===== config.mk =====
export PLATFORM = sky130hd
export DESIGN_NAME = consumption_rate_forecaster_core
export DESIGN_NICKNAME = d
export VERILOG_FILES = /design/src/rtl/core/crf_pkg.sv /design/src/rtl/core/crf_div.sv /design/src/rtl/core/crf_datapath.sv /design/src/rtl/core/crf_ctrl.sv /design/src/rtl/core/consumption_rate_forecaster_core.sv
export SDC_FILE = /design/constraint.sdc
export NUM_CORES = 2
export LEC_CHECK = 0
export ABC_AREA = 1
export BUFFER_PORTS_ARGS = -buffer_cell sky130_fd_sc_hd__buf_2
export CORE_MARGIN = 3
export CORE_UTILIZATION = 26
export CTS_BUF_LIST = sky130_fd_sc_hd__clkbuf_16
export CTS_CLUSTER_DIAMETER = 120
export CTS_CLUSTER_SIZE = 40
export DETAILED_ROUTE_END_ITERATION = 8
export GPL_TIMING_DRIVEN = 1
export SLEW_MARGIN = 5
export SYNTH_ARGS = -nofsm -noshare
export SYNTH_HDL_FRONTEND = slang
export SYNTH_SLANG_ARGS = --single-unit

===== constraint.sdc =====
create_clock -name aclk -period 5.9 [get_ports aclk]
set_clock_uncertainty 0.15 [all_clocks]
set_input_delay 0.295 -clock aclk [delete_from_list [all_inputs] [get_ports aclk]]
set_output_delay 0.295 -clock aclk [all_outputs]
set_load 0.03 [all_outputs]

===== src/rtl/core/crf_pkg.sv =====
// Shared types and constants for the consumption rate forecaster.
// No dependencies; imported by every module of the block.
package crf_pkg;

    localparam int WINDOW_SLOTS = 7;
    localparam int SLOT_W       = $clog2(WINDOW_SLOTS);
    localparam int CNT_W        = $clog2(WINDOW_SLOTS + 1);

    localparam int TIME_W = 32;
    localparam int MASS_W = 24;
    localparam int RATE_W = 24;
    localparam int DAYS_W = 24;
    localparam int SNAP_W = MASS_W + TIME_W;

    localparam logic [TIME_W-1:0] VALID_TIME  = 32'd1700000000;
    localparam logic [16:0]       DAY_SECONDS = 17'd86400;
    localparam logic [TIME_W-1:0] MIN_SPAN    = 32'd3600;
    localparam logic [MASS_W-1:0] MIN_DELTA   = 24'd2;

    // shared divider: 41-bit dividend (24 x 17 product), 32-bit divisor
    localparam int PROD_W    = MASS_W + 17;
    localparam int DIV_N_W   = PROD_W;
    localparam int DIV_D_W   = 32;
    localparam int DIV_CNT_W = $clog2(DIV_N_W);

    localparam int IN_DATA_W  = 80;
    localparam int OUT_DATA_W = 80;

    typedef enum logic [1:0] {
        OP_RATE = 2'd0,
        OP_DAYS = 2'd1,
        OP_SECS = 2'd2
    } div_op_t;

    typedef struct packed {
        logic    capture;
        logic    update;
        logic    rd_newest;
        logic    rd_oldest;
        logic    latch_oldest;
        logic    prep;
        logic    div_start;
        div_op_t div_op;
        logic    out_load;
    } crf_cmd_t;

    typedef struct packed {
        logic window_ok;
        logic rate_ok;
        logic days_ok;
        logic div_done;
        logic out_free;
    } crf_status_t;

endpackage


===== src/rtl/core/crf_div.sv =====
// Restoring divider, one quotient bit per cycle, 41-bit dividend by 32-bit divisor.
// Depends on crf_pkg for widths.
module crf_div
    import crf_pkg::*;
(
    input  logic               aclk,
    input  logic               aresetn,
    input  logic               start,
    input  logic [DIV_N_W-1:0] dividend,
    input  logic [DIV_D_W-1:0] divisor,
    output logic [DIV_N_W-1:0] quotient,
    output logic               done
);

    logic [DIV_N_W-1:0]   quo_reg, quo_next;
    logic [DIV_D_W-1:0]   rem_reg, rem_next;
    logic [DIV_D_W-1:0]   dsr_reg;
    logic [DIV_CNT_W-1:0] count_reg;
    logic                 busy_reg;
    logic                 done_reg;
    logic [DIV_D_W:0]     trial;
    logic                 fits;

    assign trial = {rem_reg, quo_reg[DIV_N_W-1]};
    assign fits  = trial >= {1'b0, dsr_reg};

    always_comb begin
        rem_next = fits ? DIV_D_W'(trial - {1'b0, dsr_reg}) : trial[DIV_D_W-1:0];
        quo_next = {quo_reg[DIV_N_W-2:0], fits};
    end

    always_ff @(posedge aclk) begin
        if (!aresetn) begin
            busy_reg  <= 1'b0;
            done_reg  <= 1'b0;
            count_reg <= '0;
        end else begin
            done_reg <= 1'b0;
            if (start) begin
                busy_reg  <= 1'b1;
                count_reg <= DIV_CNT_W'(DIV_N_W - 1);
            end else if (busy_reg) begin
                if (count_reg == '0) begin
                    busy_reg <= 1'b0;
                    done_reg <= 1'b1;
                end else begin
                    count_reg <= count_reg - 1'b1;
                end
            end
        end
    end

    always_ff @(posedge aclk) begin
        if (start) begin
            quo_reg <= dividend;
            rem_reg <= '0;
            dsr_reg <= divisor;
        end else if (busy_reg) begin
            quo_reg <= quo_next;
            rem_reg <= rem_next;
        end
    end

    assign quotient = quo_reg;
    assign done     = done_reg;

endmodule


===== src/rtl/core/crf_datapath.sv =====
// Datapath: snapshot ring memory, window arithmetic, shared divider, output register.
// Depends on crf_pkg and crf_div; driven by crf_ctrl through crf_cmd_t.
module crf_datapath
    import crf_pkg::*;
(
    input  logic                  aclk,
    input  logic                  aresetn,
    input  crf_cmd_t              cmd,
    output crf_status_t           status,
    input  logic [0:0]            s_axis_tuser,
    input  logic [IN_DATA_W-1:0]  s_axis_tdata,
    output logic                  m_axis_tvalid,
    input  logic                  m_axis_tready,
    output logic [0:0]            m_axis_tuser,
    output logic [OUT_DATA_W-1:0] m_axis_tdata
);

    // captured item
    logic              query_reg;
    logic [TIME_W-1:0] now_reg;
    logic [MASS_W-1:0] consumed_reg;
    logic [MASS_W-1:0] remaining_reg;
    logic              time_ok;

    // ring state
    logic [SNAP_W-1:0] snap_mem [WINDOW_SLOTS];
    logic [SNAP_W-1:0] rd_data_reg;
    logic [SLOT_W-1:0] write_slot_reg, write_slot_next;
    logic [CNT_W-1:0]  filled_reg;
    logic [TIME_W-1:0] last_time_reg;
    logic [TIME_W-1:0] since_last;
    logic              take_snap;
    logic              taken_reg;
    logic [SLOT_W-1:0] newest_idx, oldest_idx, rd_idx;
    logic [CNT_W:0]    oldest_sum;

    // window
    logic [SNAP_W-1:0] newest_reg, oldest_reg;
    logic [MASS_W-1:0] mass_new, mass_old, dm;
    logic [TIME_W-1:0] dt;
    logic              win_ok;
    logic              window_ok_reg;
    logic [PROD_W-1:0] mass_prod_reg, rem_prod_reg;
    logic [TIME_W-1:0] dt_reg;

    // results
    logic [RATE_W-1:0] rate_reg;
    logic [DAYS_W-1:0] days_reg;
    logic [TIME_W-1:0] secs_reg;
    logic              empty_ok_reg;
    logic [TIME_W-1:0] empty_time;

    // divider
    div_op_t            op_reg;
    logic [DIV_N_W-1:0] div_dividend, div_quotient;
    logic [DIV_D_W-1:0] div_divisor;
    logic               div_done;

    logic                  out_valid_reg;
    logic                  out_taken_reg;
    logic [OUT_DATA_W-1:0] out_data_reg;

    assign time_ok    = now_reg >= VALID_TIME;
    assign since_last = now_reg - last_time_reg;
    assign take_snap  = !query_reg && time_ok
                        && (last_time_reg == '0 || since_last >= TIME_W'(DAY_SECONDS));

    assign write_slot_next = (write_slot_reg == SLOT_W'(WINDOW_SLOTS - 1))
                             ? '0 : write_slot_reg + 1'b1;
    assign newest_idx = (write_slot_reg == '0)
                        ? SLOT_W'(WINDOW_SLOTS - 1) : write_slot_reg - 1'b1;

    // (write_slot + WINDOW_SLOTS - filled) mod WINDOW_SLOTS, sum below twice the depth
    always_comb begin
        oldest_sum = (CNT_W+1)'(write_slot_reg) + (CNT_W+1)'(WINDOW_SLOTS)
                     - (CNT_W+1)'(filled_reg);
        if (oldest_sum >= (CNT_W+1)'(WINDOW_SLOTS)) begin
            oldest_idx = SLOT_W'(oldest_sum - (CNT_W+1)'(WINDOW_SLOTS));
        end else begin
            oldest_idx = SLOT_W'(oldest_sum);
        end
    end

    assign rd_idx = cmd.rd_newest ? newest_idx : oldest_idx;

    always_ff @(posedge aclk) begin
        if (cmd.update && take_snap) begin
            snap_mem[write_slot_reg] <= {consumed_reg, now_reg};
        end
        rd_data_reg <= snap_mem[rd_idx];
    end

    always_ff @(posedge aclk) begin
        if (cmd.capture) begin
            query_reg     <= s_axis_tuser[0];
            now_reg       <= s_axis_tdata[31:0];
            consumed_reg  <= s_axis_tdata[55:32];
            remaining_reg <= s_axis_tdata[79:56];
        end
        if (cmd.rd_oldest) begin
            newest_reg <= rd_data_reg;
        end
        if (cmd.latch_oldest) begin
            oldest_reg <= rd_data_reg;
        end
        if (cmd.prep) begin
            mass_prod_reg <= PROD_W'(dm) * PROD_W'(DAY_SECONDS);
            rem_prod_reg  <= PROD_W'(remaining_reg) * PROD_W'(DAY_SECONDS);
            dt_reg        <= dt;
        end
        if (cmd.div_start) begin
            op_reg <= cmd.div_op;
        end
    end

    assign mass_new = newest_reg[SNAP_W-1:TIME_W];
    assign mass_old = oldest_reg[SNAP_W-1:TIME_W];
    assign dm       = mass_new - mass_old;
    assign dt       = newest_reg[TIME_W-1:0] - oldest_reg[TIME_W-1:0];
    assign win_ok   = (filled_reg >= CNT_W'(2)) && (mass_new > mass_old)
                      && (dt >= MIN_SPAN) && (dm > MIN_DELTA);

    always_ff @(posedge aclk) begin
        if (!aresetn) begin
            write_slot_reg <= '0;
            filled_reg     <= '0;
            last_time_reg  <= '0;
            taken_reg      <= 1'b0;
            window_ok_reg  <= 1'b0;
            rate_reg       <= '0;
            days_reg       <= '0;
            secs_reg       <= '0;
            empty_ok_reg   <= 1'b0;
        end else begin
            if (cmd.capture) begin
                taken_reg <= 1'b0;
            end
            if (cmd.update && take_snap) begin
                write_slot_reg <= write_slot_next;
                last_time_reg  <= now_reg;
                taken_reg      <= 1'b1;
                if (filled_reg != CNT_W'(WINDOW_SLOTS)) begin
                    filled_reg <= filled_reg + 1'b1;
                end
            end
            if (cmd.prep) begin
                window_ok_reg <= win_ok;
                rate_reg      <= '0;
                days_reg      <= '0;
                empty_ok_reg  <= 1'b0;
            end
            if (div_done) begin
                case (op_reg)
                    OP_RATE: begin
                        rate_reg <= (div_quotient[DIV_N_W-1:RATE_W] != '0)
                                    ? '1 : div_quotient[RATE_W-1:0];
                    end
                    OP_DAYS: begin
                        days_reg <= (div_quotient[DIV_N_W-1:DAYS_W] != '0)
                                    ? '1 : div_quotient[DAYS_W-1:0];
                    end
                    OP_SECS: begin
                        secs_reg     <= (div_quotient[DIV_N_W-1:TIME_W] != '0)
                                        ? '1 : div_quotient[TIME_W-1:0];
                        empty_ok_reg <= 1'b1;
                    end
                    default: begin
                    end
                endcase
            end
        end
    end

    always_comb begin
        case (cmd.div_op)
            OP_RATE: begin
                div_dividend = mass_prod_reg;
                div_divisor  = dt_reg;
            end
            OP_DAYS: begin
                div_dividend = DIV_N_W'({remaining_reg, 8'h00});
                div_divisor  = DIV_D_W'(rate_reg);
            end
            default: begin
                div_dividend = rem_prod_reg;
                div_divisor  = DIV_D_W'(rate_reg);
            end
        endcase
    end

    crf_div u_div (
        .aclk     (aclk),
        .aresetn  (aresetn),
        .start    (cmd.div_start),
        .dividend (div_dividend),
        .divisor  (div_divisor),
        .quotient (div_quotient),
        .done     (div_done)
    );

    assign empty_time = empty_ok_reg ? now_reg + secs_reg : '0;

    always_ff @(posedge aclk) begin
        if (!aresetn) begin
            out_valid_reg <= 1'b0;
        end else if (cmd.out_load) begin
            out_valid_reg <= 1'b1;
        end else if (m_axis_tready) begin
            out_valid_reg <= 1'b0;
        end
    end

    always_ff @(posedge aclk) begin
        if (cmd.out_load) begin
            out_taken_reg <= taken_reg;
            out_data_reg  <= {empty_time, days_reg, rate_reg};
        end
    end

    assign status.window_ok = window_ok_reg;
    assign status.rate_ok   = (rate_reg > RATE_W'(MIN_DELTA)) && (remaining_reg != '0);
    assign status.days_ok   = (days_reg != '0) && time_ok;
    assign status.div_done  = div_done;
    assign status.out_free  = !out_valid_reg || m_axis_tready;

    assign m_axis_tvalid   = out_valid_reg;
    assign m_axis_tuser[0] = out_taken_reg;
    assign m_axis_tdata    = out_data_reg;

    a_filled_bound: assert property (@(posedge aclk) disable iff (!aresetn)
        filled_reg <= CNT_W'(WINDOW_SLOTS))
        else $error("snapshot count beyond window depth");

    a_slot_bound: assert property (@(posedge aclk) disable iff (!aresetn)
        write_slot_reg < SLOT_W'(WINDOW_SLOTS))
        else $error("write slot outside ring");

    a_snap_fills: assert property (@(posedge aclk) disable iff (!aresetn)
        cmd.update && take_snap |=> filled_reg != '0 && taken_reg)
        else $error("snapshot store did not register");

    a_days_need_rate: assert property (@(posedge aclk) disable iff (!aresetn)
        days_reg != '0 |-> rate_reg > RATE_W'(MIN_DELTA))
        else $error("days reported without a usable rate");

endmodule


===== src/rtl/core/crf_ctrl.sv =====
// Controller state machine: sequences capture, ring update, window reads and divisions.
// Depends on crf_pkg; talks to crf_datapath through crf_cmd_t / crf_status_t.
module crf_ctrl
    import crf_pkg::*;
(
    input  logic        aclk,
    input  logic        aresetn,
    input  logic        s_axis_tvalid,
    output logic        s_axis_tready,
    input  crf_status_t status,
    output crf_cmd_t    cmd
);

    typedef enum logic [12:0] {
        ST_IDLE      = 13'b0000000000001,
        ST_UPDATE    = 13'b0000000000010,
        ST_RD_NEW    = 13'b0000000000100,
        ST_RD_OLD    = 13'b0000000001000,
        ST_RD_LAT    = 13'b0000000010000,
        ST_PREP      = 13'b0000000100000,
        ST_RATE_GO   = 13'b0000001000000,
        ST_RATE_WAIT = 13'b0000010000000,
        ST_DAYS_GO   = 13'b0000100000000,
        ST_DAYS_WAIT = 13'b0001000000000,
        ST_SECS_GO   = 13'b0010000000000,
        ST_SECS_WAIT = 13'b0100000000000,
        ST_FINISH    = 13'b1000000000000
    } state_t;

    state_t state_reg, state_next;

    assign s_axis_tready = (state_reg == ST_IDLE);

    always_comb begin
        state_next = state_reg;
        cmd        = '0;
        cmd.div_op = OP_RATE;
        unique case (state_reg)
            ST_IDLE: begin
                if (s_axis_tvalid) begin
                    cmd.capture = 1'b1;
                    state_next  = ST_UPDATE;
                end
            end
            ST_UPDATE: begin
                cmd.update = 1'b1;
                state_next = ST_RD_NEW;
            end
            ST_RD_NEW: begin
                cmd.rd_newest = 1'b1;
                state_next    = ST_RD_OLD;
            end
            ST_RD_OLD: begin
                cmd.rd_oldest = 1'b1;
                state_next    = ST_RD_LAT;
            end
            ST_RD_LAT: begin
                cmd.latch_oldest = 1'b1;
                state_next       = ST_PREP;
            end
            ST_PREP: begin
                cmd.prep   = 1'b1;
                state_next = ST_RATE_GO;
            end
            ST_RATE_GO: begin
                if (status.window_ok) begin
                    cmd.div_start = 1'b1;
                    state_next    = ST_RATE_WAIT;
                end else begin
                    state_next = ST_FINISH;
                end
            end
            ST_RATE_WAIT: begin
                if (status.div_done) begin
                    state_next = ST_DAYS_GO;
                end
            end
            ST_DAYS_GO: begin
                cmd.div_op = OP_DAYS;
                if (status.rate_ok) begin
                    cmd.div_start = 1'b1;
                    state_next    = ST_DAYS_WAIT;
                end else begin
                    state_next = ST_FINISH;
                end
            end
            ST_DAYS_WAIT: begin
                if (status.div_done) begin
                    state_next = ST_SECS_GO;
                end
            end
            ST_SECS_GO: begin
                cmd.div_op = OP_SECS;
                if (status.days_ok) begin
                    cmd.div_start = 1'b1;
                    state_next    = ST_SECS_WAIT;
                end else begin
                    state_next = ST_FINISH;
                end
            end
            ST_SECS_WAIT: begin
                if (status.div_done) begin
                    state_next = ST_FINISH;
                end
            end
            ST_FINISH: begin
                // hold here while the previous result is still unclaimed
                if (status.out_free) begin
                    cmd.out_load = 1'b1;
                    state_next   = ST_IDLE;
                end
            end
            default: begin
                state_next = ST_IDLE;
            end
        endcase
    end

    always_ff @(posedge aclk) begin
        if (!aresetn) begin
            state_reg <= ST_IDLE;
        end else begin
            state_reg <= state_next;
        end
    end

    a_accept_goes_update: assert property (@(posedge aclk) disable iff (!aresetn)
        s_axis_tvalid && s_axis_tready |=> state_reg == ST_UPDATE)
        else $error("accepted item did not start the sequence");

    a_wait_holds: assert property (@(posedge aclk) disable iff (!aresetn)
        state_reg == ST_RATE_WAIT && !status.div_done |=> state_reg == ST_RATE_WAIT)
        else $error("left rate wait before divider finished");

    a_load_only_free: assert property (@(posedge aclk) disable iff (!aresetn)
        cmd.out_load |-> status.out_free)
        else $error("output register overwritten");

endmodule


===== src/rtl/core/consumption_rate_forecaster_core.sv =====
// Consumption rate forecaster: daily snapshot ring and rate / days / empty-time forecast.
// Top level; depends on crf_pkg, crf_ctrl, crf_datapath (with crf_div).
//
// Usage:
//   Input items arrive on s_axis: tuser[0] is the command (0 tick, 1 query only),
//   tdata carries time, consumed mass and remaining mass. One result item per input
//   leaves on m_axis: tuser[0] flags a stored snapshot, tdata carries rate, days
//   remaining and forecast empty time.
//   One item is worked at a time. When the window gives no rate the result is loaded
//   without any division; otherwise up to three divisions (rate, days, empty time) run
//   in turn on the shared 41-step restoring divider, each later one only when the one
//   before gave a usable result.
//   s_axis_tready rises again on the edge that loads the result, so the next item
//   is taken only after the previous result has been loaded.
//   Results sit in an output register: a stalled receiver does not block the next
//   input item, but a second result waits in the controller until the first is taken.
//   Reset (aresetn low, synchronous) empties the snapshot ring, clears the last
//   snapshot time and drops any pending result. Snapshot storage has no clear pass;
//   unwritten slots can be read, but no window is used until two snapshots are stored.
module consumption_rate_forecaster_core
    import crf_pkg::*;
(
    input  logic                  aclk,
    input  logic                  aresetn,
    input  logic                  s_axis_tvalid,
    output logic                  s_axis_tready,
    input  logic [0:0]            s_axis_tuser,   // [0] cmd
    input  logic [IN_DATA_W-1:0]  s_axis_tdata,   // [31:0] current_time,
                                                  // [55:32] consumed_since_refill,
                                                  // [79:56] remaining_mass
    output logic                  m_axis_tvalid,
    input  logic                  m_axis_tready,
    output logic [0:0]            m_axis_tuser,   // [0] snapshot_taken
    output logic [OUT_DATA_W-1:0] m_axis_tdata    // [23:0] rate_per_day,
                                                  // [47:24] days_remaining,
                                                  // [79:48] empty_time
);

    crf_cmd_t    cmd;
    crf_status_t status;

    crf_ctrl u_ctrl (
        .aclk          (aclk),
        .aresetn       (aresetn),
        .s_axis_tvalid (s_axis_tvalid),
        .s_axis_tready (s_axis_tready),
        .status        (status),
        .cmd           (cmd)
    );

    crf_datapath u_datapath (
        .aclk          (aclk),
        .aresetn       (aresetn),
        .cmd           (cmd),
        .status        (status),
        .s_axis_tuser  (s_axis_tuser),
        .s_axis_tdata  (s_axis_tdata),
        .m_axis_tvalid (m_axis_tvalid),
        .m_axis_tready (m_axis_tready),
        .m_axis_tuser  (m_axis_tuser),
        .m_axis_tdata  (m_axis_tdata)
    );

endmodule

# Yosys cells after proc, flatten, opt, wreduce, memory -nomap -nowiden
# Memory sizes are Yosys's and may differ from the RTL's. A register that Yosys moved wholly into a read port is not among the register bits.
# Cells that the tools add are included.
dict set report totals {
  register_bits 624
  mem_bits_rw 392
  output_inout_bits 83
  wordCells 170
  mem_count 1
}
# name words width read_ports rd_clocked_by_memory_dff write_ports line_no
set memory_table {}
lappend memory_table {u_datapath.snap_mem 7 56 1 1 1 crf_datapath.sv:26} ;# logic [SNAP_W-1:0] snap_mem [WINDOW_SLOTS];
dict set report op_classes {
  addsub 12
  mul 2
  order_cmp 9
  eq_ne 24
  mux 56
  n_bitwise 3
  reduce_logical 31
}
# op count
set op_table {}
lappend op_table {{$mux 24} 8}
lappend op_table {{$pmux 13 s13} 1}
lappend op_table {{$mux 13} 8}
lappend op_table {{$sub 32x32->32} 3}
lappend op_table {{$mux 41} 2}
lappend op_table {{$pmux 41 s2} 1}
lappend op_table {{$mul 24x10->34 const B} 2}
lappend op_table {{$mux 32} 2}
lappend op_table {{$gt 24x2->1 const B} 2}
lappend op_table {{$reduce_bool 24->1} 2}
lappend op_table {{$ge 33x32->1} 1}
lappend op_table {{$add 32x32->32} 1}
lappend op_table {{$ge 32x12->1 const B} 1}
lappend op_table {{$ge 32x17->1 const B} 1}
lappend op_table {{$ge 32x31->1 const B} 1}
lappend op_table {{$logic_not 32->1} 1}
lappend op_table {{$mux 1} 25}
lappend op_table {{$gt 24x24->1} 1}
lappend op_table {{$sub 24x24->24} 1}
lappend op_table {{$mux 6} 3}
lappend op_table {{$reduce_bool 17->1} 1}
lappend op_table {{$eq 13x1->1 const B} 1}
lappend op_table {{$eq 13x10->1 const B} 1}
lappend op_table {{$eq 13x11->1 const B} 1}
lappend op_table {{other kinds (40)} 66}

# Depth between registers and ports, before layout
dict set report depth {
  depth_word 7
  depth_mapped 32
}

# By module
# From an unflattened synthesis, not the netlist that was laid out.
dict set report unflattened {
  cells_unflattened 6650
  area_unflattened_um2 59933.7
}
# mod n_inst cells_per_inst area_per_inst_um2 seq_area_each_um2
set modules_own_cells {}
lappend modules_own_cells {crf_datapath 1 5486 51812.2 26625.5}
lappend modules_own_cells {crf_div 1 1009 7135.6 2992.9}
lappend modules_own_cells {crf_ctrl 1 155 985.9 260.2}

# Worst setup path before layout
# Ideal clock, no wire load.
dict set report synth_timing {
  path_kind {register to register}
  from {register u_datapath.now_reg[0]}
  to {memory u_datapath.snap_mem[0][0] (netlist name), enable pin}
  arrival_time_ps 5850
  slack_ps -639
  stages_incl_launch_ff 21
  cell_sequence {edfxtp_1 -> inv_1 -> ha_1 -> fa_1 -> inv_1 -> nand3_1 -> nand2_1 -> nand2_1 -> nand2_1 -> nand2_1 -> nand2_1 -> nand2_1 -> nand2_1 -> inv_1 -> nand2_1 -> nand4_1 -> nand2_1 -> a21oi_1 -> nand2_1 -> nand2_1 -> nor3_1}
}
dict set report synth_between {
  elab_chain_cells 7
}
# element line_no
set synth_rtl {}
lappend synth_rtl {{start: declaration} crf_datapath.sv:20} ;# logic [TIME_W-1:0] now_reg;
lappend synth_rtl {{start signal: assignment} crf_datapath.sv:96} ;# now_reg <= s_axis_tdata[31:0];
lappend synth_rtl {{$sub 32x32->32} crf_datapath.sv:64} ;# assign since_last = now_reg - last_time_reg;
lappend synth_rtl {{$ge 32x17->1} crf_datapath.sv:66} ;# && (last_time_reg == '0 || since_last >= TIME_W'(DAY_SECONDS));
lappend synth_rtl {{$logic_or 1x1->1} crf_datapath.sv:66}
lappend synth_rtl {{$logic_and 1x1->1 (*)} crf_datapath.sv:66}
lappend synth_rtl {{$logic_and 1x1->1 (*)} crf_datapath.sv:87} ;# if (cmd.update && take_snap) begin
lappend synth_rtl {{$mux 1 (*)} crf_datapath.sv:87}
lappend synth_rtl {{$mux 1 (implied by the code) (*)} crf_datapath.sv:88} ;# snap_mem[write_slot_reg] <= {consumed_reg, now_reg};
lappend synth_rtl {{end: declaration} crf_datapath.sv:26}
# Every way passes the cells marked *; elsewhere a longest branch is shown, timed or not.

# Worst setup path in the final report
dict set report layout_timing {
  from {register u_datapath.newest_reg[34]}
  to {register u_datapath.mass_prod_reg[38] (data pin)}
}
dict set report layout_between {
  elab_chain_cells 2
}
# element line_no
set layout_rtl {}
lappend layout_rtl {{start: declaration} crf_datapath.sv:38} ;# logic [SNAP_W-1:0] newest_reg, oldest_reg;
lappend layout_rtl {{start signal: assignment} crf_datapath.sv:101} ;# newest_reg <= rd_data_reg;
lappend layout_rtl {{$sub 24x24->24} crf_datapath.sv:118} ;# assign dm = mass_new - mass_old;
lappend layout_rtl {{$mul 24x10->34} crf_datapath.sv:107} ;# mass_prod_reg <= PROD_W'(dm) * PROD_W'(DAY_SECONDS);
lappend layout_rtl {{end signal: assignment} crf_datapath.sv:107}
lappend layout_rtl {{end: declaration} crf_datapath.sv:43} ;# logic [PROD_W-1:0] mass_prod_reg, rem_prod_reg;
# No other way between the ends.
# A chain may end at the register's enable or synchronous reset.

==> impl_metrics.yaml <==
status:
  status: "complete, no violations"
critical_path:
  rrSetupSlack_ns: 0.20
  crit_path_frequent_cell: "nand2_1"
  slowest_stage: "fa_1"
  worstPathRequired_ns: 6.17
  cp_slowest_stage_delay_ns: 0.56
  critPathKind: "reg2reg"
  r2r_cells: 26
  crit_arrival_ns: 5.97
  crit_fanout: 5
  reg2reg_from: "u_datapath.newest_reg[34]$_DFFE_PP_"
  cp-end-kind: "register"
  start_kind: "register"
  reg2reg_to: "u_datapath.mass_prod_reg[38]$_DFFE_PP_"
cts:
  clockRootBuffer: "clkbuf_16"
  cts_tree: "done"
  htreeDepth: 2
  cts_sinks: 1072
  clk_latency_ns: 0.72
  cts.path.max_buffers: 3
  cts_buffers: 39
  cts.reportedPaths.clkPinSlew_ns: 0.14
drt:
  routed-via-count: 43200
  drt-wirelength-per-cell_um: 17.0
  firstDrtPassIters: 6
  initialDrtViolationCount: 3465
  totalWireLength_um: 162000
  drc: 0
  ant_nets: 0
  drt-vias-per-instance: 4.54
min_path:
  min-delay-path-class: "in2reg"
  holdPathStages: 2
  min_to: "u_datapath.remaining_reg[22]$_DFFE_PP_"
  min_from: "s_axis_tdata[78]"
placed_design:
  placed_area_um2: 63300
  dp_hpwl_um: 122000
  io_buffers: 167
  dp_slack_ns: -0.140
  gp_congestion: 0.915
finish:
  largest_reg_flops: 392
  area_delta_synth_final_pct: 14.6
  layout.nets: 7084
  final_layout_size_suffix_gt1_share_pct: 10.4
  fin_area_um2: 66700
  largest-register: "u_datapath.snap_mem"
floorplan:
  die_w_um: 479
  initial_core_util_pct: 26.2
  die_h_um: 479
  core-area_um2: 222000
  dieArea_um2: 230000
  row_count: 173
  io-pin-count: 168
pwr:
  seqPwrFrac_pct: 52.8
  leakage_nw: 28.2
  p_sw_share_pct: 31.0
  power.internal_w: 0.0114
  clkPwrFrac_pct: 24.0
  peakVddDrop_mv: 0.211
  power_switching_w: 0.00513
  pwr_density_cell_nw_per_um2: 248
  pwr-share-comb_pct: 23.2
yosys:
  synth_edf_count: 841
  synth_common_cells: "nand2_1, inv_1, edfxtp_1"
  synth_flop_cell: "edfxtp_1"
  yosysUniqueCellTypes: 61
  synthArstFlopShare_pct: 0
  syn_nets: 6789
  yosys.area.top_type: "edfxtp_1"
  synthCells: 6206
  yosysSeqAreaShare_pct: 51.3
  synth_top_area_share_pct: 43.4
  ys_ff_latch: 1072
  yosysWarnings: 0
  synth.most_common_cell: "nand2_1"
  synth_top_cells_by_area: "edfxtp_1, ha_1, dfxtp_1"
  syn_area_um2: 58200
  syn_avg_cell_area_um2: 9.38
sta:
  worst_pin_slew_ns: 1.25
  setup_viol: 0
  setup_ws_ns: 0.198
  hold_viol_final: 0
  rsz0062_at_grt: "true"
  post-route-min-period_ns: 5.70
  fmax_mhz: 175
  period_share_pct: 96.7
  maxSlewViolCount: 0
  max_slew_margin_pct: 16.5
  hold_slack_ns: 0.132
global_route:
  grt_pass1_wl_um: 245000
  grt_usage_pct: 13.6
  grt_pass1_vias: 41000
  antenna_found_initial: 8
  overflow: 0
  grt_max_degree: 106
run:
  cap_violations: 0
## worst max-delay path: cells and delay by family, from the launching register on
kind | cells | cell delay [ns]
buf+inv | 4 | 0.34
compound gates | 2 | 0.33
fa+ha+maj | 7 | 2.55
flops | 1 | 0.44
xor+xnor | 2 | 0.26
simple gates | 11 | 1.36
## cells in the final DEF (no fill, tap or decap), types with 98 or more instances in the layout
cell and instances:
a21oi_1 289, buf_2 167, buf_4 145, dfxtp_1 231, edfxtp_1 841, fa_1 103
ha_1 354, inv_1 1051, nand2_1 1172, nand3_1 227, nor2_1 552, o21ai_0 244
o21ai_1 98
## timing repair
item	in CTS	in global routing
endpoints found under the hold margin	108	0
hold buffers	84	0
setup endpoints to repair	10	17
pin swaps	6	61
setup buffers	0	18
gates resized for setup	24	161
## cell type report
cell class	instances	area, µm²
Multi-Input combinational cell	3892	24600
Sequential cell	1072	29900
Antenna cell	7	17.5
Tap cell	2975	3720
Clock inverter	30	417
Fill cell	23100	156000
Inverter	1088	4100
Timing Repair Buffer	408	2980
Clock buffer	40	1000
## per-stage QoR
step	cells	total power, W	setup TNS, ns	util (%)
6_report	9512	0.0165	0	30.0
3_5_place_dp	9333	0.0127	-0.478	28.5
4_1_cts	9487	0.0167	0	29.6
2_1_floorplan	6206	0.0116	-178.87	-
3_3_place_gp	9333	0.0127	-0.0539	28.5
5_1_grt	9508	0.0175	-0.160	30.0
## kinds of logic after synthesis
logic type,share of synthesized area [%]
AND/OR/NAND/NOR,16.6
XOR/XNOR,1.87
flip-flops,51.3
AO/OA/AOI/OAI,9.93
adder cells (fa/ha/maj),12.1
buffers and inverters,8.21
## power by group through the flow
stage / logic, W / registers [W] / clock network [W]
5_1_grt: 0.00438 / 0.00876 / 0.00432
6_report: 0.00383 / 0.00873 / 0.00396
3_3_place_gp: 0.00375 / 0.00890 / 0
2_1_floorplan: 0.00278 / 0.00881 / 0
3_5_place_dp: 0.00380 / 0.00891 / 0
4_1_cts: 0.00387 / 0.00874 / 0.00411
## metal layers
| layer | vias to the layer above | global-route usage, % | part of all wire (%) |
|---|---|---|---|
| met4 | 4 | 4.64 | 3.6 |
| li1 | 21200 | - | - |
| met5 | - | 0 | 0.015 |
| met1 | 20800 | 18.2 | 45 |
| met3 | 157 | 1.47 | 4.9 |
| met2 | 1008 | 22.9 | 47 |
## worst max path at each step
| stage | start | to | slack [ns] | cells after the start |
|---|---|---|---|---|
| floorplan | u_datapath.now_reg[0]$_DFFE_PP_ | u_datapath.snap_mem[0][0]$_DFFE_PP_ | -0.64 | 20 |
| global placement | u_datapath.oldest_reg[33]$_DFFE_PP_ | u_datapath.mass_prod_reg[38]$_DFFE_PP_ | -0.04 | 28 |
| detailed placement | u_datapath.oldest_reg[33]$_DFFE_PP_ | u_datapath.mass_prod_reg[40]$_DFFE_PP_ | -0.14 | 28 |
| CTS | u_datapath.newest_reg[39]$_DFFE_PP_ | u_datapath.mass_prod_reg[38]$_DFFE_PP_ | 0.02 | 27 |
| global route | u_datapath.oldest_reg[32]$_DFFE_PP_ | u_datapath.mass_prod_reg[40]$_DFFE_PP_ | -0.06 | 29 |
| finish | u_datapath.newest_reg[34]$_DFFE_PP_ | u_datapath.mass_prod_reg[38]$_DFFE_PP_ | 0.20 | 26 |
Note: power is estimated with default switching activity, not from simulation.
